<file path="src/hdl/teed_pkg.sv">
// Shared types and constants for the text encoding and line ending detector.
// No dependencies.
package teed_pkg;

   localparam logic [7:0] BYTE_EF = 8'hEF;
   localparam logic [7:0] BYTE_BB = 8'hBB;
   localparam logic [7:0] BYTE_BF = 8'hBF;
   localparam logic [7:0] BYTE_FF = 8'hFF;
   localparam logic [7:0] BYTE_FE = 8'hFE;
   localparam logic [7:0] BYTE_C2 = 8'hC2;
   localparam logic [7:0] BYTE_A0 = 8'hA0;
   localparam logic [7:0] BYTE_90 = 8'h90;
   localparam logic [7:0] BYTE_8F = 8'h8F;
   localparam logic [7:0] BYTE_E0 = 8'hE0;
   localparam logic [7:0] BYTE_ED = 8'hED;
   localparam logic [7:0] BYTE_F0 = 8'hF0;
   localparam logic [7:0] BYTE_F4 = 8'hF4;
   localparam logic [7:0] BYTE_CR = 8'h0D;
   localparam logic [7:0] BYTE_LF = 8'h0A;
   localparam logic [7:0] BYTE_NUL = 8'h00;

   typedef enum logic [2:0] {
      ENC_UTF8_BOM = 3'd0,
      ENC_UTF16LE  = 3'd1,
      ENC_UTF16BE  = 3'd2,
      ENC_BINARY   = 3'd3,
      ENC_UTF8     = 3'd4,
      ENC_LATIN1   = 3'd5
   } teed_enc_type;

   typedef enum logic [2:0] {
      EOL_NONE  = 3'd0,
      EOL_LF    = 3'd1,
      EOL_CRLF  = 3'd2,
      EOL_CR    = 3'd3,
      EOL_MIXED = 3'd4
   } teed_eol_type;

   // range rule on the byte after a three or four byte lead
   typedef enum logic [2:0] {
      RULE_NONE     = 3'd0,
      RULE_MIN_A0   = 3'd1,
      RULE_BELOW_A0 = 3'd2,
      RULE_MIN_90   = 3'd3,
      RULE_MAX_8F   = 3'd4
   } teed_rule_type;

   typedef struct packed {
      logic       fire;
      logic       has_byte;
      logic [7:0] data;
      logic       last;
   } teed_step_type;

endpackage

</file>
<file path="src/hdl/teed_utf8_val.sv">
// Streaming UTF-8 validator state and its per-byte update.
// Depends on teed_pkg.
module teed_utf8_val import teed_pkg::*; (
   input  logic          clock,
   input  logic          reset,
   input  teed_step_type step,
   output logic          invalid_final
);

   logic          invalid_ff, invalid_in;
   logic [1:0]    cont_ff, cont_in;
   teed_rule_type rule_ff, rule_in;
   logic          ok;

   always_comb begin
      invalid_in = invalid_ff;
      cont_in    = cont_ff;
      rule_in    = rule_ff;
      ok         = 1'b0;
      if (step.has_byte) begin
         if (cont_ff != 2'd0) begin
            ok = (step.data[7:6] == 2'b10);
            case (rule_ff)
               RULE_MIN_A0:   ok = ok && (step.data >= BYTE_A0);
               RULE_BELOW_A0: ok = ok && (step.data < BYTE_A0);
               RULE_MIN_90:   ok = ok && (step.data >= BYTE_90);
               RULE_MAX_8F:   ok = ok && (step.data <= BYTE_8F);
               default:       ok = ok;
            endcase
            rule_in = RULE_NONE;
            if (!ok) begin
               invalid_in = 1'b1;
               cont_in    = 2'd0;
            end else begin
               cont_in = cont_ff - 2'd1;
            end
         end else if (!step.data[7]) begin
            invalid_in = invalid_ff;
         end else if (step.data[7:5] == 3'b110) begin
            if (step.data < BYTE_C2) invalid_in = 1'b1;
            else cont_in = 2'd1;
         end else if (step.data[7:4] == 4'hE) begin
            cont_in = 2'd2;
            rule_in = (step.data == BYTE_E0) ? RULE_MIN_A0 :
                      (step.data == BYTE_ED) ? RULE_BELOW_A0 : RULE_NONE;
         end else if (step.data >= BYTE_F0 && step.data <= BYTE_F4) begin
            cont_in = 2'd3;
            rule_in = (step.data == BYTE_F0) ? RULE_MIN_90 :
                      (step.data == BYTE_F4) ? RULE_MAX_8F : RULE_NONE;
         end else begin
            invalid_in = 1'b1;
         end
      end
   end

   // a cut-off sequence at end of file counts as invalid
   assign invalid_final = invalid_in || (cont_in != 2'd0);

   always_ff @(posedge clock) begin
      if (reset || (step.fire && step.last)) begin
         invalid_ff <= 1'b0;
         cont_ff    <= 2'd0;
         rule_ff    <= RULE_NONE;
      end else if (step.fire) begin
         invalid_ff <= invalid_in;
         cont_ff    <= cont_in;
         rule_ff    <= rule_in;
      end
   end

   a_rule_needs_cont: assert property (@(posedge clock) disable iff (reset)
      (rule_ff != RULE_NONE) |-> (cont_ff != 2'd0))
      else $error("range rule pending with no continuation due");

endmodule

</file>
<file path="src/hdl/teed_eol_track.sv">
// Line ending tracker: CRLF, lone CR and lone LF flags and the final class.
// Depends on teed_pkg.
module teed_eol_track import teed_pkg::*; (
   input  logic          clock,
   input  logic          reset,
   input  teed_step_type step,
   output teed_eol_type  eol_final
);

   logic pending_cr_ff, pending_cr_in;
   logic crlf_ff, crlf_in;
   logic lone_cr_ff, lone_cr_in;
   logic lone_lf_ff, lone_lf_in;
   logic lone_cr_end;
   logic [1:0] kinds;

   always_comb begin
      pending_cr_in = pending_cr_ff;
      crlf_in       = crlf_ff;
      lone_cr_in    = lone_cr_ff;
      lone_lf_in    = lone_lf_ff;
      if (step.has_byte) begin
         if (pending_cr_ff && step.data == BYTE_LF) begin
            crlf_in       = 1'b1;
            pending_cr_in = 1'b0;
         end else begin
            if (pending_cr_ff) lone_cr_in = 1'b1;
            pending_cr_in = (step.data == BYTE_CR);
            if (step.data == BYTE_LF) lone_lf_in = 1'b1;
         end
      end
   end

   // CR at end of file is a lone CR
   assign lone_cr_end = lone_cr_in || pending_cr_in;
   assign kinds = {1'b0, crlf_in} + {1'b0, lone_cr_end} + {1'b0, lone_lf_in};

   always_comb begin
      if (kinds == 2'd0)     eol_final = EOL_NONE;
      else if (kinds > 2'd1) eol_final = EOL_MIXED;
      else if (crlf_in)      eol_final = EOL_CRLF;
      else if (lone_cr_end)  eol_final = EOL_CR;
      else                   eol_final = EOL_LF;
   end

   always_ff @(posedge clock) begin
      if (reset || (step.fire && step.last)) begin
         pending_cr_ff <= 1'b0;
         crlf_ff       <= 1'b0;
         lone_cr_ff    <= 1'b0;
         lone_lf_ff    <= 1'b0;
      end else if (step.fire) begin
         pending_cr_ff <= pending_cr_in;
         crlf_ff       <= crlf_in;
         lone_cr_ff    <= lone_cr_in;
         lone_lf_ff    <= lone_lf_in;
      end
   end

   a_clear_after_last: assert property (@(posedge clock) disable iff (reset)
      (step.fire && step.last) |=> !(pending_cr_ff || crlf_ff || lone_cr_ff || lone_lf_ff))
      else $error("line ending flags not cleared after end of file");

endmodule

</file>
<file path="src/hdl/text_encoding_eol_detector_core.sv">
// Top level of the text encoding and line ending detector.
// Depends on teed_pkg, teed_utf8_val and teed_eol_track.
//
//  channel | ports     | direction | payload
//  input   | req_*     | in        | tdata: data_byte; tuser: has_byte; tlast: last_item
//  result  | rsp_*     | out       | tdata: encoding_kind, line_ending_kind
//
// One byte per cycle, sustained while req_tready is high. A transaction passes an input
// register, then the state update and verdict logic, and a result lands in the output
// register at the edge its last item leaves the input register.
// Synchronous reset clears the valid flags and all detector state; no clearing pass is needed.
// req_tready drops only while a last item waits on a result not yet taken.
module text_encoding_eol_detector_core import teed_pkg::*; (
   input  logic       clock,
   input  logic       reset,
   input  logic       req_tvalid,
   output logic       req_tready,
   input  logic [7:0] req_tdata,   // [7:0] data_byte
   input  logic       req_tuser,   // [0] has_byte
   input  logic       req_tlast,
   output logic       rsp_tvalid,
   input  logic       rsp_tready,
   output logic [7:0] rsp_tdata    // [2:0] encoding_kind, [5:3] line_ending_kind, [7:6] zero
);

   logic        in_valid_ff;
   logic [7:0]  in_data_ff;
   logic        in_has_ff;
   logic        in_last_ff;
   logic        advance;
   teed_step_type step;

   logic [23:0] head_ff, head_in;
   logic [1:0]  head_cnt_ff, head_cnt_in;
   logic        zero_ff, zero_in;

   logic         invalid_final;
   teed_eol_type eol_final;
   teed_enc_type enc_final;

   logic         out_valid_ff;
   teed_enc_type out_enc_ff;
   teed_eol_type out_eol_ff;

   assign advance    = !(in_last_ff && out_valid_ff && !rsp_tready);
   assign req_tready = !in_valid_ff || advance;

   assign step.fire     = in_valid_ff && advance;
   assign step.has_byte = in_has_ff;
   assign step.data     = in_data_ff;
   assign step.last     = in_last_ff;

   always_ff @(posedge clock) begin
      if (reset) begin
         in_valid_ff <= 1'b0;
      end else if (req_tready) begin
         in_valid_ff <= req_tvalid;
      end
   end

   always_ff @(posedge clock) begin
      if (req_tready && req_tvalid) begin
         in_data_ff <= req_tdata;
         in_has_ff  <= req_tuser;
         in_last_ff <= req_tlast;
      end
   end

   always_comb begin
      head_in     = head_ff;
      head_cnt_in = head_cnt_ff;
      zero_in     = zero_ff;
      if (in_has_ff) begin
         case (head_cnt_ff)
            2'd0:    head_in[7:0]   = in_data_ff;
            2'd1:    head_in[15:8]  = in_data_ff;
            2'd2:    head_in[23:16] = in_data_ff;
            default: head_in        = head_ff;
         endcase
         if (head_cnt_ff != 2'd3) head_cnt_in = head_cnt_ff + 2'd1;
         if (in_data_ff == BYTE_NUL) zero_in = 1'b1;
      end
   end

   always_comb begin
      if (head_cnt_in == 2'd3 && head_in[7:0] == BYTE_EF && head_in[15:8] == BYTE_BB &&
          head_in[23:16] == BYTE_BF)
         enc_final = ENC_UTF8_BOM;
      else if (head_cnt_in >= 2'd2 && head_in[7:0] == BYTE_FF && head_in[15:8] == BYTE_FE)
         enc_final = ENC_UTF16LE;
      else if (head_cnt_in >= 2'd2 && head_in[7:0] == BYTE_FE && head_in[15:8] == BYTE_FF)
         enc_final = ENC_UTF16BE;
      else if (zero_in)
         enc_final = ENC_BINARY;
      else if (!invalid_final)
         enc_final = ENC_UTF8;
      else
         enc_final = ENC_LATIN1;
   end

   always_ff @(posedge clock) begin
      if (reset || (step.fire && step.last)) begin
         head_ff     <= 24'd0;
         head_cnt_ff <= 2'd0;
         zero_ff     <= 1'b0;
      end else if (step.fire) begin
         head_ff     <= head_in;
         head_cnt_ff <= head_cnt_in;
         zero_ff     <= zero_in;
      end
   end

   teed_utf8_val u_utf8_val (
      .clock         (clock),
      .reset         (reset),
      .step          (step),
      .invalid_final (invalid_final)
   );

   teed_eol_track u_eol_track (
      .clock     (clock),
      .reset     (reset),
      .step      (step),
      .eol_final (eol_final)
   );

   always_ff @(posedge clock) begin
      if (reset) begin
         out_valid_ff <= 1'b0;
      end else if (step.fire && step.last) begin
         out_valid_ff <= 1'b1;
      end else if (rsp_tready) begin
         out_valid_ff <= 1'b0;
      end
   end

   always_ff @(posedge clock) begin
      if (step.fire && step.last) begin
         out_enc_ff <= enc_final;
         out_eol_ff <= eol_final;
      end
   end

   assign rsp_tvalid = out_valid_ff;
   assign rsp_tdata  = {2'b00, out_eol_ff, out_enc_ff};

   a_stall_cause: assert property (@(posedge clock) disable iff (reset)
      !req_tready |-> (in_valid_ff && in_last_ff && out_valid_ff && !rsp_tready))
      else $error("input stalled without a blocked result");

   a_result_follows_last: assert property (@(posedge clock) disable iff (reset)
      (step.fire && step.last) |=> rsp_tvalid)
      else $error("result register not loaded after end of file");

   a_enc_in_range: assert property (@(posedge clock) disable iff (reset)
      rsp_tvalid |-> (rsp_tdata[2:0] <= ENC_LATIN1 && rsp_tdata[5:3] <= EOL_MIXED))
      else $error("result code out of range");

endmodule

</file>
<file path="config.mk">
export PLATFORM = sky130hd
export DESIGN_NAME = text_encoding_eol_detector_core
export DESIGN_NICKNAME = d
export VERILOG_FILES = /design/src/hdl/teed_pkg.sv /design/src/hdl/teed_utf8_val.sv /design/src/hdl/teed_eol_track.sv /design/src/hdl/text_encoding_eol_detector_core.sv
export SDC_FILE = /design/constraint.sdc
export NUM_CORES = 1
export LEC_CHECK = 0
export ABC_AREA = 1
export ABC_CLOCK_PERIOD_IN_PS = 2300
export BUFFER_PORTS_ARGS = -buffer_cell sky130_fd_sc_hd__buf_4
export CAP_MARGIN = 20
export CORE_ASPECT_RATIO = 0.75
export CORE_MARGIN = 4
export CORE_UTILIZATION = 50
export CTS_CLUSTER_DIAMETER = 150
export DETAILED_ROUTE_END_ITERATION = 6
export PLACE_DENSITY = 0.78
export SLEW_MARGIN = 30
export SYNTH_ARGS = -nofsm -noshare
export SYNTH_HDL_FRONTEND = slang
export SYNTH_HIERARCHICAL = 1
export SYNTH_SLANG_ARGS = --single-unit
</file>
<file path="constraint.sdc">
create_clock -name clock -period 2.3 [get_ports clock]
set_input_delay 0.23 -clock clock [delete_from_list [all_inputs] [get_ports clock]]
set_output_delay 0.23 -clock clock [all_outputs]
set_load 0.01 [all_outputs]
</file>
# ---- After elaboration in Yosys (flattened, before gate mapping)
# Index checks and enable logic that the tools add are counted.
dict set report word_totals {
  regBits 55
  in_bits 14
  output_inout_bits 10
  elab_cells 152
}
dict set report classes {
  addsub 4
  order_cmp 9
  eq_ne 25
  mux 55
  n_reduce_logical 38
}
# cell n
set ops {}
lappend ops {{8-bit == test, second input constant} 11}
lappend ops {{3-bit two-way mux} 10}
lappend ops {{2-bit two-way mux} 14}
lappend ops {{1-bit two-way mux} 26}
lappend ops {{8-bit greater-or-equal comparator, second input constant} 3}
lappend ops {{24-bit two-way mux} 1}
lappend ops {{8-bit two-way mux} 3}
lappend ops {{1-bit logical AND} 18}
lappend ops {{8-bit by 4-bit == test with 1-bit output, second input constant} 2}
lappend ops {{8-bit <= comparator, second input constant} 2}
lappend ops {{8-bit less-than comparator, second input constant} 2}
lappend ops {{8-bit logical NOT} 1}
lappend ops {{2-bit nonzero test} 4}
lappend ops {{2-bit == test, second input constant} 3}
lappend ops {{3-bit by 2-bit == test with 1-bit output, second input constant} 2}
lappend ops {{3-bit == test, second input constant} 2}
lappend ops {{5-bit AND reduction} 1}
lappend ops {{4-bit == test, second input constant} 1}
lappend ops {{2-bit logical NOT} 2}
lappend ops {{1-bit logical OR} 4}
lappend ops {{1-bit one-hot mux with 4 select lines} 1}
lappend ops {{2-bit OR reduction} 2}
lappend ops {{4-bit OR reduction} 1}
lappend ops {{3-bit by 1-bit == test with 1-bit output, second input constant} 1}
lappend ops {{12 further kinds} 14}

# ---- Depth between registers and ports, before layout
dict set report depth {
  depth_word 14
  depth_mapped 16
  ltp_nobuf 16
}

# ---- By module
# Netlist, hierarchy kept.
# module n_inst cells_per_inst area_per_inst_um2 seq_area_each_um2
set by_module_without_submodules {}
lappend by_module_without_submodules {text_encoding_eol_detector_core 1 306 2303.5 1061.0}
lappend by_module_without_submodules {teed_utf8_val 1 100 565.5 120.1}
lappend by_module_without_submodules {teed_eol_track 1 53 322.8 80.1}

# ---- Worst setup path before layout
# Ideal clock, no wire load.
dict set report synth_timing {
  kind {flip-flop to flip-flop}
  from {register in_data_ff[5]}
  to {register out_eol_ff[0], data pin}
  setup_ns 0.167
  arrival_time_ns 1.879
  t_required_ns 2.133
  slack_ns 0.254
  stages_incl_launch_ff 11
  path_buffers 0
  synth_period_minus_slack_ns 2.046
  cell_sequence {edfxtp_1 -> inv_1 -> nand2_1 -> nor2_2 -> nand2_1 -> nand2_1 -> nand2_1 -> nor2_2 -> fa_1 -> or2_2 -> a211oi_1}
}
dict set report synth_between {
  elab_chain_cells 9
  word_cells_on_any_way 18
  classes_between {2 x add/sub; 1 x order compare; 2 x eq/ne; 9 x mux; 4 x reduce/logical}
}
# element line
set synth_rtl {}
lappend synth_rtl {{start: declaration} text_encoding_eol_detector_core.sv:27} ;# logic [7:0] in_data_ff;
lappend synth_rtl {{start signal: assignment} text_encoding_eol_detector_core.sv:63} ;# in_data_ff <= req_tdata;
lappend synth_rtl {{8-bit by 4-bit == test with 1-bit output} {teed_eol_track.sv:23, teed_eol_track.sv:29}}
lappend synth_rtl {{1-bit logical AND} teed_eol_track.sv:23} ;# if (pending_cr_ff && step.data == BYTE_LF) begin
lappend synth_rtl {{1-bit two-way mux} teed_eol_track.sv:23}
lappend synth_rtl {{1-bit two-way mux} teed_eol_track.sv:22} ;# if (step.has_byte) begin
lappend synth_rtl {{1-bit logical OR} teed_eol_track.sv:35} ;# assign lone_cr_end = lone_cr_in || pending_cr_in;
lappend synth_rtl {{1-bit by 1-bit adder with 2-bit output} teed_eol_track.sv:36} ;# assign kinds = {1'b0, crlf_in} + {1'b0, lone_cr_end} + {1'b0, lone_lf_in};
lappend synth_rtl {{2-bit by 1-bit adder with 2-bit output} teed_eol_track.sv:36}
lappend synth_rtl {{2-bit by 1-bit > comparator with 1-bit output or 2-bit logical NOT (tied branches)} {teed_eol_track.sv:40, teed_eol_track.sv:39}}
lappend synth_rtl {{3-bit OR reduction (no line) *} n/a}
lappend synth_rtl {{end signal: assignment} text_encoding_eol_detector_core.sv:140} ;# out_eol_ff <= eol_final;
lappend synth_rtl {{end: declaration} text_encoding_eol_detector_core.sv:43} ;# teed_eol_type out_eol_ff;
# Every way passes the cells marked *; elsewhere a longest branch is shown, timed or not.
# A chain may end at the register's enable or synchronous reset.

# ---- Worst setup path in the final report
dict set report layout_timing {
  from {register in_data_ff[0]}
  to {register out_eol_ff[0], data pin}
}
# The elaborated chain is that of the path after synthesis.

==> results.py <==
metrics = {
    "finish": {
        "nets": 501,
        "area_growth_pct": 11.5,
        "multi_input_area_sq_um": 1580,
        "seq_area_sq_um": 1260,
        "diodes": 0,
        "final_layout_size_suffix_gt1_share_pct": 14.0,
        "nFillCells": 547,
    },
    "logic_synthesis": {
        "syn_area_sq_um": 3190,
        "synth_cells": 459,
        "syn_area_per_cell_sq_um": 6.95,
        "synth_top_family_by_area": "simple AND/OR/NAND/NOR gates",
        "synth-adder-area-share_pct": 1.02,
        "yosys_warnings": 6,
        "synth_compound_area_share_pct": 16.6,
        "synth-xor-area-share_pct": 0,
        "async_flop_share_pct": 0,
        "seq_area_frac_synth_pct": 39.5,
        "synth-seq-cells": 55,
        "yosys.area_share.simple_pct": 31.6,
        "muxShareOfSynthArea_pct": 0,
        "synth-edff-count": 16,
        "synth_cell_types": 39,
        "ys.flop_type": "dfxtp_1",
    },
    "clock_tree": {
        "cts_sinks": 55,
        "numCtsBuffers": 5,
        "clockBufferDepth": 2,
        "cts-root-buf": "clkbuf_8",
        "worst_skew_pair.late_latency_ns": 0.31,
        "cts_max_level": 2,
        "cts_tree": "built",
        "path_clk_slew_ns": 0.10,
    },
    "hold_path": {
        "whs_path_depth": 1,
        "hold_path.class": "input pin to flop",
        "min-delay-start": "req_tuser",
        "holdPathEnd": "in_has_ff$_DFFE_PP_",
    },
    "worst_setup_path": {
        "timing.rr.start": "in_data_ff[0]$_DFFE_PP_",
        "worst_setup_path_start_kind": "flop",
        "r2r_slack_ns": 0.15,
        "slowest_delay_ns": 0.50,
        "cp-end-kind": "flop",
        "critical_path_required_ns": 2.45,
        "crit_buf_inv": 0,
        "cp_slowest_cell": "edfxtp_1",
        "worstPathArrival_ns": 2.30,
        "reg2reg_depth": 7,
        "critPathKind": "flop to flop",
        "critPathMaxFanout": 7,
        "path_cells": "nor2_1 > nand3_1 > nor2_2 > a31oi_1 > fa_1 > or2_2 > a211oi_1",
        "crit_family": "simple AND/OR/NAND/NOR gates",
        "r2r-end": "out_eol_ff[0]$_DFFE_PP_",
        "cp-startpoint": "in_data_ff[0]$_DFFE_PP_",
    },
    "sta": {
        "drv_slew": 0,
        "hold_viol_final": 0,
        "clock.fmax_ghz": 0.464,
        "rsz0062_at_grt": "false",
        "final.setup.tns_ns": 0,
        "finalClockSkew_ns": 0.0111,
        "finalCriticalPeriod_ns": 2.15,
        "period_share_pct": 93.6,
        "finalSetupViolCount": 0,
    },
    "grt": {
        "antenna_found_initial": 0,
        "grt_pass1_wl_microns": 13000,
        "grt-ovfl-total": 0,
        "grt_usage_pct": 20.6,
        "grt_pass1_vias": 2746,
        "grt_start_max_net_pins": 39,
    },
    "routing": {
        "wl_microns": 7650,
        "initialDrtViolationCount": 234,
        "dr_total_vias": 3078,
        "ant_nets": 0,
        "route.detailed.drc": 0,
        "drt_pass1_iterations": 5,
        "avgViaCountPerCell": 5.46,
        "wl_per_cell_microns": 13.6,
    },
    "floorplanning": {
        "die_x_microns": 100,
        "num_rows": 24,
        "die_h_microns": 77.2,
        "core_area_sq_um": 6010,
        "design.die.area_sq_um": 7740,
        "num_io_pins": 24,
        "initial_core_util_pct": 53.1,
    },
    "pwr": {
        "power_density_nw_per_um2": 576,
        "irDropWorstVdd_mv": 0.364,
        "finalPower_mw": 2.05,
        "p_leak_nw": 1.57,
    },
    "run": {
        "cap_violations": 0,
    },
    "placement": {
        "gp_congestion": 0.968,
        "hpwlAfterDp_microns": 5700,
        "port_buffers": 21,
    },
    "run_status": {
        "status": "completed",
    },
}
[sequential cells by signal, summed over array words and instances, names as in the netlist]
| name | count |
|---|---|
| head_cnt_ff | 2 |
| head_ff | 24 |
| in_data_ff | 8 |
| in_has_ff | 1 |
| in_last_ff | 1 |
| in_valid_ff | 1 |
| out_enc_ff | 3 |
| out_eol_ff | 3 |
| rsp_tvalid | 1 |
| u_eol_track/crlf_ff | 1 |
| u_eol_track/lone_cr_ff | 1 |
| u_eol_track/lone_lf_ff | 1 |
| u_eol_track/pending_cr_ff | 1 |
| u_utf8_val/cont_ff | 2 |
| u_utf8_val/invalid_ff | 1 |
| u_utf8_val/rule_ff | 3 |
| zero_ff | 1 |
[worst register-to-register path, cell delays in order, from the launching register on]
cell,delay (ns)
edfxtp_1,0.50
nor2_1,0.14
nand3_1,0.09
nor2_2,0.17
a31oi_1,0.16
fa_1,0.47
or2_2,0.32
a211oi_1,0.16
[routing by layer]
layer / share of wire, % / global-route usage (%) / vias to the layer above
met5: 0 / 0 / -
met4: 1.2 / 4.58 / 0
met3: 6.2 / 3.63 / 11
met2: 46 / 31.2 / 92
met1: 47 / 30.4 / 1429
li1: - / - / 1546
[layout by cell type, fill, tap and decap left out, types with 2 or more instances in the layout]
master and n:
buf_4 33, conb_1 2, nand2_2 3, inv_2 5
a21oi_1 30, nor2_4 2, dfxtp_1 39, nand2_1 121
nand2_4 2, o21ai_1 3, nand4_1 12, a21oi_2 3
o21ai_0 42, nor2_1 42, edfxtp_1 16, a31oi_1 10
a211oi_1 3, nor2_2 5, nand3_1 28, clkinv_1 2
o21bai_1 2, inv_1 58, clkbuf_8 5
[area by class of cell]
class | instances | area share, %
multi-input cells | 324 | 44.3
flip-flops and latches | 55 | 35.4
repair buffers | 34 | 7.52
inverters | 65 | 6.86
well taps | 78 | 2.74
clock buffers | 6 | 2.04
clock inverters | 2 | 1.05
[where the power goes]
group          leakage, nW  switching (mW)  internal (mW)
registers            0.474          0.0330           1.04
clock network       0.0514           0.323          0.326
logic                 1.04           0.209          0.116
total                 1.57           0.565           1.48
[synth_stat cells, types with 3 or more instances]
cell / count / share of area (%)
buf_4: 3 / 0.71
nand2_2: 3 / 0.59
nand2_1: 121 / 14
clkbuf_1: 5 / 0.59
dfxtp_1: 39 / 24
nor2_2: 5 / 0.98
a21oi_1: 30 / 4.7
inv_1: 58 / 6.8
a211oi_1: 3 / 0.71
nor2_1: 42 / 4.9
buf_6: 5 / 1.8
nand3_1: 28 / 4.4
buf_2: 3 / 0.47
a21oi_2: 3 / 0.82
nand4_1: 12 / 2.4
a31oi_1: 10 / 2.0
edfxtp_1: 16 / 15
inv_2: 5 / 0.59
o21ai_0: 43 / 6.7
[cells by family after synthesis]
logic type | count (synthesis)
buf+inv | 81
fa+ha+maj | 2
other cells | 1
simple gates | 224
flops | 55
compound gates | 96
[worst max path at each step]
stage | cells after the start | slack [ns] | endpoint
after detailed placement | 7 | 0.18 | out_eol_ff[0]$_DFFE_PP_
after global placement | 9 | 0.22 | out_eol_ff[0]$_DFFE_PP_
after floorplan | 10 | 0.25 | out_eol_ff[0]$_DFFE_PP_
after global routing | 7 | 0.003 | out_eol_ff[0]$_DFFE_PP_
after CTS | 9 | 0.16 | out_eol_ff[0]$_DFFE_PP_
final | 7 | 0.15 | out_eol_ff[0]$_DFFE_PP_
[what timing repair did]
action                     in CTS  in global routing
setup endpoints to repair       0                  2
resized for setup               0                  1
hold buffers                    0                  0
buffers inserted                0                  2
[metrics by stage]
step	util [%]	worst slack, ns	instances	hold slack, ns	cell area (sq um)
final	59.3	0.147	564	0.0888	3560
after detailed placement	57.2	0.184	554	0.410	3430
after global placement	57.2	0.223	554	0.408	3430
after global routing	59.3	0.00281	564	0.0666	3560
after floorplan	-	0.254	460	0.299	3200
after CTS	59.0	0.163	562	0.0826	3540
Power figures use the tool's default switching activity.
